File: config.mk
export PLATFORM = sky130hd
export DESIGN_NAME = md5_hash_engine
export DESIGN_NICKNAME = d
export VERILOG_FILES = /design/src/hw/rtl/md5_pkg.sv /design/src/hw/rtl/md5_hash_engine.sv
export VERILOG_INCLUDE_DIRS = /design/src /design/src/hw/rtl
export SDC_FILE = /design/constraint.sdc
export NUM_CORES = 2
export LEC_CHECK = 0
export BUFFER_PORTS_ARGS = -buffer_cell sky130_fd_sc_hd__buf_2
export CAP_MARGIN = 20
export CORE_UTILIZATION = 40
export DETAILED_ROUTE_END_ITERATION = 16
export HOLD_SLACK_MARGIN = 0.08
export PLACE_DENSITY_LB_ADDON = 0.05
export RECOVER_POWER = 25
export SLEW_MARGIN = 25
export SYNTH_ARGS = -nofsm -noshare
export SYNTH_HDL_FRONTEND = slang
export SYNTH_SLANG_ARGS = --single-unit
File: constraint.sdc
create_clock -name aclk -period 62.9 [get_ports aclk]
set_clock_uncertainty 0.1 [all_clocks]
set_input_delay 12.58 -clock aclk [delete_from_list [all_inputs] [get_ports aclk]]
set_output_delay 12.58 -clock aclk [all_outputs]
set_load 0.01 [all_outputs]
File: src/hw/rtl/md5_hash_engine_assert.svh
// Assertion macros for the MD5 hash engine.
// The macros sample on aclk and are disabled while aresetn is low.
`ifndef MD5_HASH_ENGINE_ASSERT_SVH
`define MD5_HASH_ENGINE_ASSERT_SVH

`ifndef SYNTHESIS

`define MD5_ASSERT_IMP(lbl, ante, cons) \
    lbl: assert property (@(posedge aclk) disable iff (!aresetn) (ante) |-> (cons)) \
        else $error("assertion failed: implication");

`define MD5_ASSERT_NXT(lbl, ante, cons) \
    lbl: assert property (@(posedge aclk) disable iff (!aresetn) (ante) |=> (cons)) \
        else $error("assertion failed: next-cycle implication");

`else

`define MD5_ASSERT_IMP(lbl, ante, cons)

`define MD5_ASSERT_NXT(lbl, ante, cons)

`endif

`endif

File: src/hw/rtl/md5_pkg.sv
package md5_pkg;

    localparam logic [31:0] IV_A = 32'h67452301;
    localparam logic [31:0] IV_B = 32'hefcdab89;
    localparam logic [31:0] IV_C = 32'h98badcfe;
    localparam logic [31:0] IV_D = 32'h10325476;

    localparam logic [7:0] PAD_MARK  = 8'h80;
    localparam logic [6:0] LEN_START = 7'd56;
    localparam logic [6:0] BLK_BYTES = 7'd64;
    localparam logic [6:0] LAST_BYTE = 7'd63;

    typedef enum logic {
        OP_ABSORB = 1'b0,
        OP_FINISH = 1'b1
    } md5_op_t;

    typedef enum logic [2:0] {
        ST_IDLE,
        ST_PAD,
        ST_ROUND,
        ST_ADD,
        ST_DIGEST
    } md5_state_t;

    typedef enum logic [1:0] {
        BLK_DATA,
        BLK_SPILL,
        BLK_LAST
    } md5_blk_t;

    function automatic logic [31:0] md5_k(input logic [5:0] i);
        logic [31:0] k;
        case (i)
            6'd0:  k = 32'hd76aa478;  6'd1:  k = 32'he8c7b756;
            6'd2:  k = 32'h242070db;  6'd3:  k = 32'hc1bdceee;
            6'd4:  k = 32'hf57c0faf;  6'd5:  k = 32'h4787c62a;
            6'd6:  k = 32'ha8304613;  6'd7:  k = 32'hfd469501;
            6'd8:  k = 32'h698098d8;  6'd9:  k = 32'h8b44f7af;
            6'd10: k = 32'hffff5bb1;  6'd11: k = 32'h895cd7be;
            6'd12: k = 32'h6b901122;  6'd13: k = 32'hfd987193;
            6'd14: k = 32'ha679438e;  6'd15: k = 32'h49b40821;
            6'd16: k = 32'hf61e2562;  6'd17: k = 32'hc040b340;
            6'd18: k = 32'h265e5a51;  6'd19: k = 32'he9b6c7aa;
            6'd20: k = 32'hd62f105d;  6'd21: k = 32'h02441453;
            6'd22: k = 32'hd8a1e681;  6'd23: k = 32'he7d3fbc8;
            6'd24: k = 32'h21e1cde6;  6'd25: k = 32'hc33707d6;
            6'd26: k = 32'hf4d50d87;  6'd27: k = 32'h455a14ed;
            6'd28: k = 32'ha9e3e905;  6'd29: k = 32'hfcefa3f8;
            6'd30: k = 32'h676f02d9;  6'd31: k = 32'h8d2a4c8a;
            6'd32: k = 32'hfffa3942;  6'd33: k = 32'h8771f681;
            6'd34: k = 32'h6d9d6122;  6'd35: k = 32'hfde5380c;
            6'd36: k = 32'ha4beea44;  6'd37: k = 32'h4bdecfa9;
            6'd38: k = 32'hf6bb4b60;  6'd39: k = 32'hbebfbc70;
            6'd40: k = 32'h289b7ec6;  6'd41: k = 32'heaa127fa;
            6'd42: k = 32'hd4ef3085;  6'd43: k = 32'h04881d05;
            6'd44: k = 32'hd9d4d039;  6'd45: k = 32'he6db99e5;
            6'd46: k = 32'h1fa27cf8;  6'd47: k = 32'hc4ac5665;
            6'd48: k = 32'hf4292244;  6'd49: k = 32'h432aff97;
            6'd50: k = 32'hab9423a7;  6'd51: k = 32'hfc93a039;
            6'd52: k = 32'h655b59c3;  6'd53: k = 32'h8f0ccc92;
            6'd54: k = 32'hffeff47d;  6'd55: k = 32'h85845dd1;
            6'd56: k = 32'h6fa87e4f;  6'd57: k = 32'hfe2ce6e0;
            6'd58: k = 32'ha3014314;  6'd59: k = 32'h4e0811a1;
            6'd60: k = 32'hf7537e82;  6'd61: k = 32'hbd3af235;
            6'd62: k = 32'h2ad7d2bb;  6'd63: k = 32'heb86d391;
            default: k = 32'h0;
        endcase
        return k;
    endfunction

    function automatic logic [4:0] md5_s(input logic [5:0] i);
        logic [4:0] s;
        case ({i[5:4], i[1:0]})
            4'd0:  s = 5'd7;   4'd1:  s = 5'd12;  4'd2:  s = 5'd17;  4'd3:  s = 5'd22;
            4'd4:  s = 5'd5;   4'd5:  s = 5'd9;   4'd6:  s = 5'd14;  4'd7:  s = 5'd20;
            4'd8:  s = 5'd4;   4'd9:  s = 5'd11;  4'd10: s = 5'd16;  4'd11: s = 5'd23;
            4'd12: s = 5'd6;   4'd13: s = 5'd10;  4'd14: s = 5'd15;  4'd15: s = 5'd21;
            default: s = 5'd0;
        endcase
        return s;
    endfunction

    function automatic logic [3:0] md5_g(input logic [5:0] i);
        logic [3:0] g;
        case (i[5:4])
            2'd0: g = i[3:0];
            2'd1: g = (i[3:0] << 2) + i[3:0] + 4'd1;
            2'd2: g = (i[3:0] << 1) + i[3:0] + 4'd5;
            2'd3: g = (i[3:0] << 3) - i[3:0];
            default: g = 4'd0;
        endcase
        return g;
    endfunction

endpackage

File: src/hw/rtl/md5_hash_engine.sv
// Channel | Direction | Fields (lowest bit first)
// s_      | input     | tuser: opcode; tdata: data_byte
// m_      | output    | tdata: digest_word_a, digest_word_b, digest_word_c, digest_word_d
//
// An absorb transfer writes one byte; the 64th byte of a block starts the rounds on the
// shared round unit, followed by the chaining update.
// A finish writes the pad marker, fills zeros and the bit length, compresses the block and
// then loads the digest; 56 or more buffered bytes add a zero-padded block before the last.
// Reset loads the initial chaining words and clears the bit counter; no clearing pass.
// A digest waits in the output register; a later finish stalls only if it is still held.
module md5_hash_engine
    import md5_pkg::*;
(
    input  logic         aclk,
    input  logic         aresetn,
    input  logic         s_tvalid,
    output logic         s_tready,
    input  logic [7:0]   s_tdata,   // data_byte
    input  logic [0:0]   s_tuser,   // opcode
    output logic         m_tvalid,
    input  logic         m_tready,
    output logic [127:0] m_tdata    // digest_word_a, digest_word_b, digest_word_c, digest_word_d
);

    md5_state_t  state_reg, state_next;
    md5_blk_t    kind_reg, kind_next;
    logic [63:0] bit_len_reg, bit_len_next;
    logic [6:0]  ptr_reg, ptr_next;
    logic        spill_reg, spill_next;
    logic [5:0]  round_reg, round_next;
    logic [31:0] chain_reg [4];
    logic [31:0] chain_next [4];
    logic [31:0] work_reg [4];
    logic [31:0] work_next [4];
    logic [31:0] buf_reg [16];
    logic        m_valid_reg, m_valid_next;
    logic [127:0] m_data_reg, m_data_next;

    logic        wr_en;
    logic [5:0]  wr_idx;
    logic [7:0]  wr_byte;

    logic        s_fire;
    logic [5:0]  fill_idx;
    logic        out_free;
    logic [31:0] f_val;
    logic [31:0] m_word;
    logic [31:0] round_sum;
    logic [63:0] rot_wide;
    logic [31:0] rot_val;
    logic [4:0]  rot_amt;

    assign s_tready = (state_reg == ST_IDLE);
    assign s_fire   = s_tvalid && s_tready;
    assign fill_idx = bit_len_reg[8:3];
    assign out_free = !m_valid_reg || m_tready;
    assign m_tvalid = m_valid_reg;
    assign m_tdata  = m_data_reg;

    always_comb begin
        case (round_reg[5:4])
            2'd0: f_val = (work_reg[1] & work_reg[2]) | (~work_reg[1] & work_reg[3]);
            2'd1: f_val = (work_reg[1] & work_reg[3]) | (work_reg[2] & ~work_reg[3]);
            2'd2: f_val = work_reg[1] ^ work_reg[2] ^ work_reg[3];
            2'd3: f_val = work_reg[2] ^ (work_reg[1] | ~work_reg[3]);
            default: f_val = '0;
        endcase
    end

    assign m_word    = buf_reg[md5_g(round_reg)];
    assign round_sum = work_reg[0] + f_val + md5_k(round_reg) + m_word;
    assign rot_amt   = md5_s(round_reg);
    assign rot_wide  = {round_sum, round_sum} << rot_amt;
    assign rot_val   = rot_wide[63:32];

    always_comb begin
        state_next = state_reg;
        case (state_reg)
            ST_IDLE: begin
                if (s_fire) begin
                    if (s_tuser[0] == OP_FINISH) begin
                        state_next = ST_PAD;
                    end else if (fill_idx == LAST_BYTE[5:0]) begin
                        state_next = ST_ROUND;
                    end
                end
            end
            ST_PAD: begin
                if (ptr_reg == BLK_BYTES) begin
                    state_next = ST_ROUND;
                end else if (!(ptr_reg < LEN_START || spill_reg) && ptr_reg == LAST_BYTE) begin
                    state_next = ST_ROUND;
                end
            end
            ST_ROUND: begin
                if (round_reg == LAST_BYTE[5:0]) begin
                    state_next = ST_ADD;
                end
            end
            ST_ADD: begin
                case (kind_reg)
                    BLK_SPILL: state_next = ST_PAD;
                    BLK_LAST:  state_next = ST_DIGEST;
                    default:   state_next = ST_IDLE;
                endcase
            end
            ST_DIGEST: begin
                if (out_free) begin
                    state_next = ST_IDLE;
                end
            end
            default: state_next = ST_IDLE;
        endcase
    end

    always_comb begin
        kind_next    = kind_reg;
        bit_len_next = bit_len_reg;
        ptr_next     = ptr_reg;
        spill_next   = spill_reg;
        round_next   = round_reg;
        chain_next   = chain_reg;
        work_next    = work_reg;
        m_data_next  = m_data_reg;
        m_valid_next = m_valid_reg && !m_tready;
        wr_en        = 1'b0;
        wr_idx       = ptr_reg[5:0];
        wr_byte      = '0;
        case (state_reg)
            ST_IDLE: begin
                if (s_fire) begin
                    wr_en  = 1'b1;
                    wr_idx = fill_idx;
                    if (s_tuser[0] == OP_FINISH) begin
                        wr_byte    = PAD_MARK;
                        ptr_next   = {1'b0, fill_idx} + 7'd1;
                        spill_next = ({1'b0, fill_idx} >= LEN_START);
                    end else begin
                        wr_byte      = s_tdata;
                        bit_len_next = bit_len_reg + 64'd8;
                        if (fill_idx == LAST_BYTE[5:0]) begin
                            kind_next = BLK_DATA;
                            work_next = chain_reg;
                        end
                    end
                end
            end
            ST_PAD: begin
                if (ptr_reg == BLK_BYTES) begin
                    kind_next  = BLK_SPILL;
                    work_next  = chain_reg;
                    ptr_next   = '0;
                    spill_next = 1'b0;
                end else if (ptr_reg < LEN_START || spill_reg) begin
                    wr_en    = 1'b1;
                    ptr_next = ptr_reg + 7'd1;
                end else begin
                    wr_en    = 1'b1;
                    wr_byte  = bit_len_reg[8 * ptr_reg[2:0] +: 8];
                    ptr_next = ptr_reg + 7'd1;
                    if (ptr_reg == LAST_BYTE) begin
                        kind_next = BLK_LAST;
                        work_next = chain_reg;
                    end
                end
            end
            ST_ROUND: begin
                work_next[0] = work_reg[3];
                work_next[1] = work_reg[1] + rot_val;
                work_next[2] = work_reg[1];
                work_next[3] = work_reg[2];
                round_next   = round_reg + 6'd1;
            end
            ST_ADD: begin
                for (int w = 0; w < 4; w++) begin
                    chain_next[w] = chain_reg[w] + work_reg[w];
                end
            end
            ST_DIGEST: begin
                if (out_free) begin
                    m_data_next  = {chain_reg[3], chain_reg[2], chain_reg[1], chain_reg[0]};
                    m_valid_next = 1'b1;
                    chain_next[0] = IV_A;
                    chain_next[1] = IV_B;
                    chain_next[2] = IV_C;
                    chain_next[3] = IV_D;
                    bit_len_next  = '0;
                end
            end
            default: begin
            end
        endcase
    end

    always_ff @(posedge aclk) begin
        if (!aresetn) begin
            state_reg    <= ST_IDLE;
            kind_reg     <= BLK_DATA;
            bit_len_reg  <= '0;
            ptr_reg      <= '0;
            spill_reg    <= 1'b0;
            round_reg    <= '0;
            m_valid_reg  <= 1'b0;
            chain_reg[0] <= IV_A;
            chain_reg[1] <= IV_B;
            chain_reg[2] <= IV_C;
            chain_reg[3] <= IV_D;
        end else begin
            state_reg   <= state_next;
            kind_reg    <= kind_next;
            bit_len_reg <= bit_len_next;
            ptr_reg     <= ptr_next;
            spill_reg   <= spill_next;
            round_reg   <= round_next;
            m_valid_reg <= m_valid_next;
            chain_reg   <= chain_next;
        end
    end

    always_ff @(posedge aclk) begin
        work_reg   <= work_next;
        m_data_reg <= m_data_next;
        if (wr_en) begin
            buf_reg[wr_idx[5:2]][8 * wr_idx[1:0] +: 8] <= wr_byte;
        end
    end

`include "md5_hash_engine_assert.svh"

    `MD5_ASSERT_IMP(a_round_idle_zero, state_reg != ST_ROUND, round_reg == '0)
    `MD5_ASSERT_IMP(a_pad_ptr_range, state_reg == ST_PAD, ptr_reg <= BLK_BYTES)
    `MD5_ASSERT_NXT(a_digest_restart, state_reg == ST_DIGEST && out_free, m_valid_reg && bit_len_reg == '0 && chain_reg[0] == IV_A)

endmodule

==> metrics.md <==
| Metric | Value |
|---|---|
| Die area | between 100000 and 150000 um2 |
| Combinational power share | 0.276 |
| Share of post-route cells with drive strength above 1 | 0.111 |
| Initial Utilization | 0.405 |
| Rel. slew slack | -4.63 |
| Hold Path Class | flip-flop to flip-flop |
| Clock network power share | 0.352 |
| Hold Fails Final Rpt | 0 |
| Arrival time worst endpoint | 19400 ps |
| Largest register FFs | 512 |
| Final setup fails | 0 |
| Ys Warns | 0 |
| Setup CP Type | primary input to flip-flop |
| Largest net degree at the start of global routing | 130 |
| Fin nets | around 5700 |
| Largest cells by area after synthesis | edfxtp_1 (41%), dfxtp_1 (8.7%), mux4_2 (5.9%) |
| DRC violations left | 0 |
| Max Cap Viol | 15 |
| Count of cell types in the netlist | 83 |
| Die Y | 379 um |
| Period utilization | 0.309 |
| Setup slack, reg-to-reg | between 40000 and 50000 ps |
| Vias in the first global route | 40000 |
| Top-count cell post-synth | edfxtp_1 |
| Gr usage total | 0.253 |
| # IOs | 143 |
| Avg Cell Area, Syn | 10.7 um2 |
| Core footprint | 140000 um2 |
| Post-synth EDFFs | approximately 770 |
| Port Buffers | 142 |
| Seq pwr share | 0.372 |
| Pwr/cell area | 31.5 nW/um2 |
| CTS buffer count | 114 |
| Sw power | 635 uW |
| RSZ-0062 raised after global routing | no |
| Cells after synthesis | 5286 |
| Root Buffer Master | clkbuf_16 |
| CP startpoint kind | primary input |
| Worst-path fanout max | 129 |
| Peak supply drop | about 21 uV |
| Violations in the final reports | max-capacitance violations, max-slew violations |
| Post-synth top area cell | edfxtp_1 |
| Crit end category | flip-flop |
| Drt first pass iters | 6 |
| Fillcell total | about 13000 |
| Die width | 379 um |
| Area Growth Syn to Fin | 11.4% |
| Global-route wire length before repair | 270000 um |
| Sw frac | 0.319 |
| Final core occ | 0.451 |
| DR vias/cell | 5.67 |
| Data required time at the worst endpoint | 62870 ps |
| Routed vias | 41400 |
| DRT iter0 DRCs | about 3000 |
| Yosys reg bits | 1014 |
| Top cell type's share of synthesized area | 0.406 |
| Initial antenna violation count | 1 |
| Final WL | 182000 um |
| Hold-fix buffers, CTS | 0 |
| Longest Clk Path Bufs | 3 |
| Synth cell count leaders | edfxtp_1 (768), nand2_1 (732), nor2_1 (418) |
| N_diodes | 0 |
| Worst-Skew Late Latency | between 700 and 800 ps |
| Top FF cell, synth | edfxtp_1 |
| Resized Gates After CTS | 0 |
| Final Critical Period | 19430 ps |
| Peak Freq | 0.0515 GHz |
| Leak Pwr | 0.0237 uW |
| Worst-Margin Slew | 8440 ps |
| Post-synthesis cell area | 56800 um2 |
| Row cnt | 137 |
| Setup Fix Bufs, Post-CTS | 0 |
| Post-DR wirelength/cell | approximately 25 um |
| Setup TNS | 0 ps |
| Overflow after GRT | 0 |
| Reg clk slew, reported paths | about 60 ps |
| # clock sinks | around 1000 |
| CTS tree | yes |
| Fin. max-slew vios | just under 800 |
| Routability cong. | 0.920 |
| Outcome | finished with violations |
| P_int | 1360 uW |
| Routed Antenna Nets | 0 |
| Sequential area share after synthesis | 0.493 |
| Asr flop ratio synth | 0 |
| Hpwl dp | around 130000 um |
| # H-tree levels | 3 |
| Synthesized Nets | 5617 |
-- critical path: stages --
cell	delay, ps
clkbuf_1	130
nor2_1	150
a21oi_1	90
a2111oi_0	370
clkbuf_1	5850
-- path summary, 6_finish.rpt --
kind / from / to / depth (start not counted)
worst max-delay path: s_tuser / work_reg[29]$_DFFE_PP_ / 5
worst min-delay path: chain_reg[0]$_SDFFE_PN0P_ / m_tdata[96]$_DFFE_PP_ / 0
worst max register to register: round_reg[0]$_SDFFE_PN0P_ / work_reg[95]$_DFFE_PP_ / 43
worst min register to register: chain_reg[0]$_SDFFE_PN0P_ / m_tdata[96]$_DFFE_PP_ / 0
-- logic make-up (layout without fill, tap and decap cells) --
kind of cell	Yosys count	after routing	synth area share
simple gates	1683	1683	0.131
compound gates	1189	1189	0.135
flops	1014	1014	0.493
buf+inv	522	666	0.0349
fa+ha+maj	319	319	0.0793
mux	317	317	0.0899
xor+xnor	242	242	0.0378
-- power groups by stage --
stage	registers, uW	clock network [uW]	logic, uW
after floorplan	750	0	408
after global placement	753	0	545
after detailed placement	753	0	545
after CTS	738	717	548
after global routing	741	740	608
final	741	701	550
-- layout make-up --
cell class                 instances  area, um2  share of cell area
tap                             1876       2350              0.0371
sequential                      1014      28000               0.442
timing repair buffer             208       1150              0.0181
clock inverter                    69        822              0.0130
multi-input combinational       3750      26900               0.425
clock buffer                     146       3130              0.0494
inverter                         243        913              0.0144
-- layout by cell type (no fill, tap or decap), types with 22 or more instances in the layout --
cell type	count
a211oi_1	35
a21boi_0	34
a21o_1	72
a21oi_1	271
a221o_1	32
a22oi_1	22
a31oi_1	36
and3_1	37
buf_2	107
buf_4	49
clkbuf_1	69
clkbuf_16	117
clkinv_2	27
dfxtp_1	244
edfxtp_1	768
fa_1	68
ha_1	250
inv_1	236
mux2_2	50
mux2i_1	117
mux4_2	149
nand2_1	729
nand2b_1	76
nand3_1	151
nor2_1	400
nor2b_1	59
nor3_1	90
o2111ai_1	32
o211ai_1	33
o21a_1	36
o21ai_0	341
o21bai_1	23
o22ai_1	36
o31ai_1	27
or3_1	22
xnor2_1	131
xor2_1	108
-- metal layers --
metal | vias to the layer above | global-route usage | wire (um)
met5 | - | 0 | 0
li1 | 19500 | - | -
met1 | 20600 | 0.353 | 83900
met4 | 0 | 0.0836 | 5660
met2 | 1008 | 0.412 | 85700
met3 | 241 | 0.0258 | 7160
-- stage by stage --
step                instances  hold slack [ps]  setup slack, ps  power, uW  cell area, um2
floorplan                5286              353            28820       1160           56800
global placement         7091              371            46830       1300           59400
detailed placement       7091              383            46840       1300           59400
CTS                      7306              394            47650       2000           63400
global route             7306              409            43050       2090           63300
finish                   7306              395            43470       1990           63300
Power figures use the tool's default switching activity.
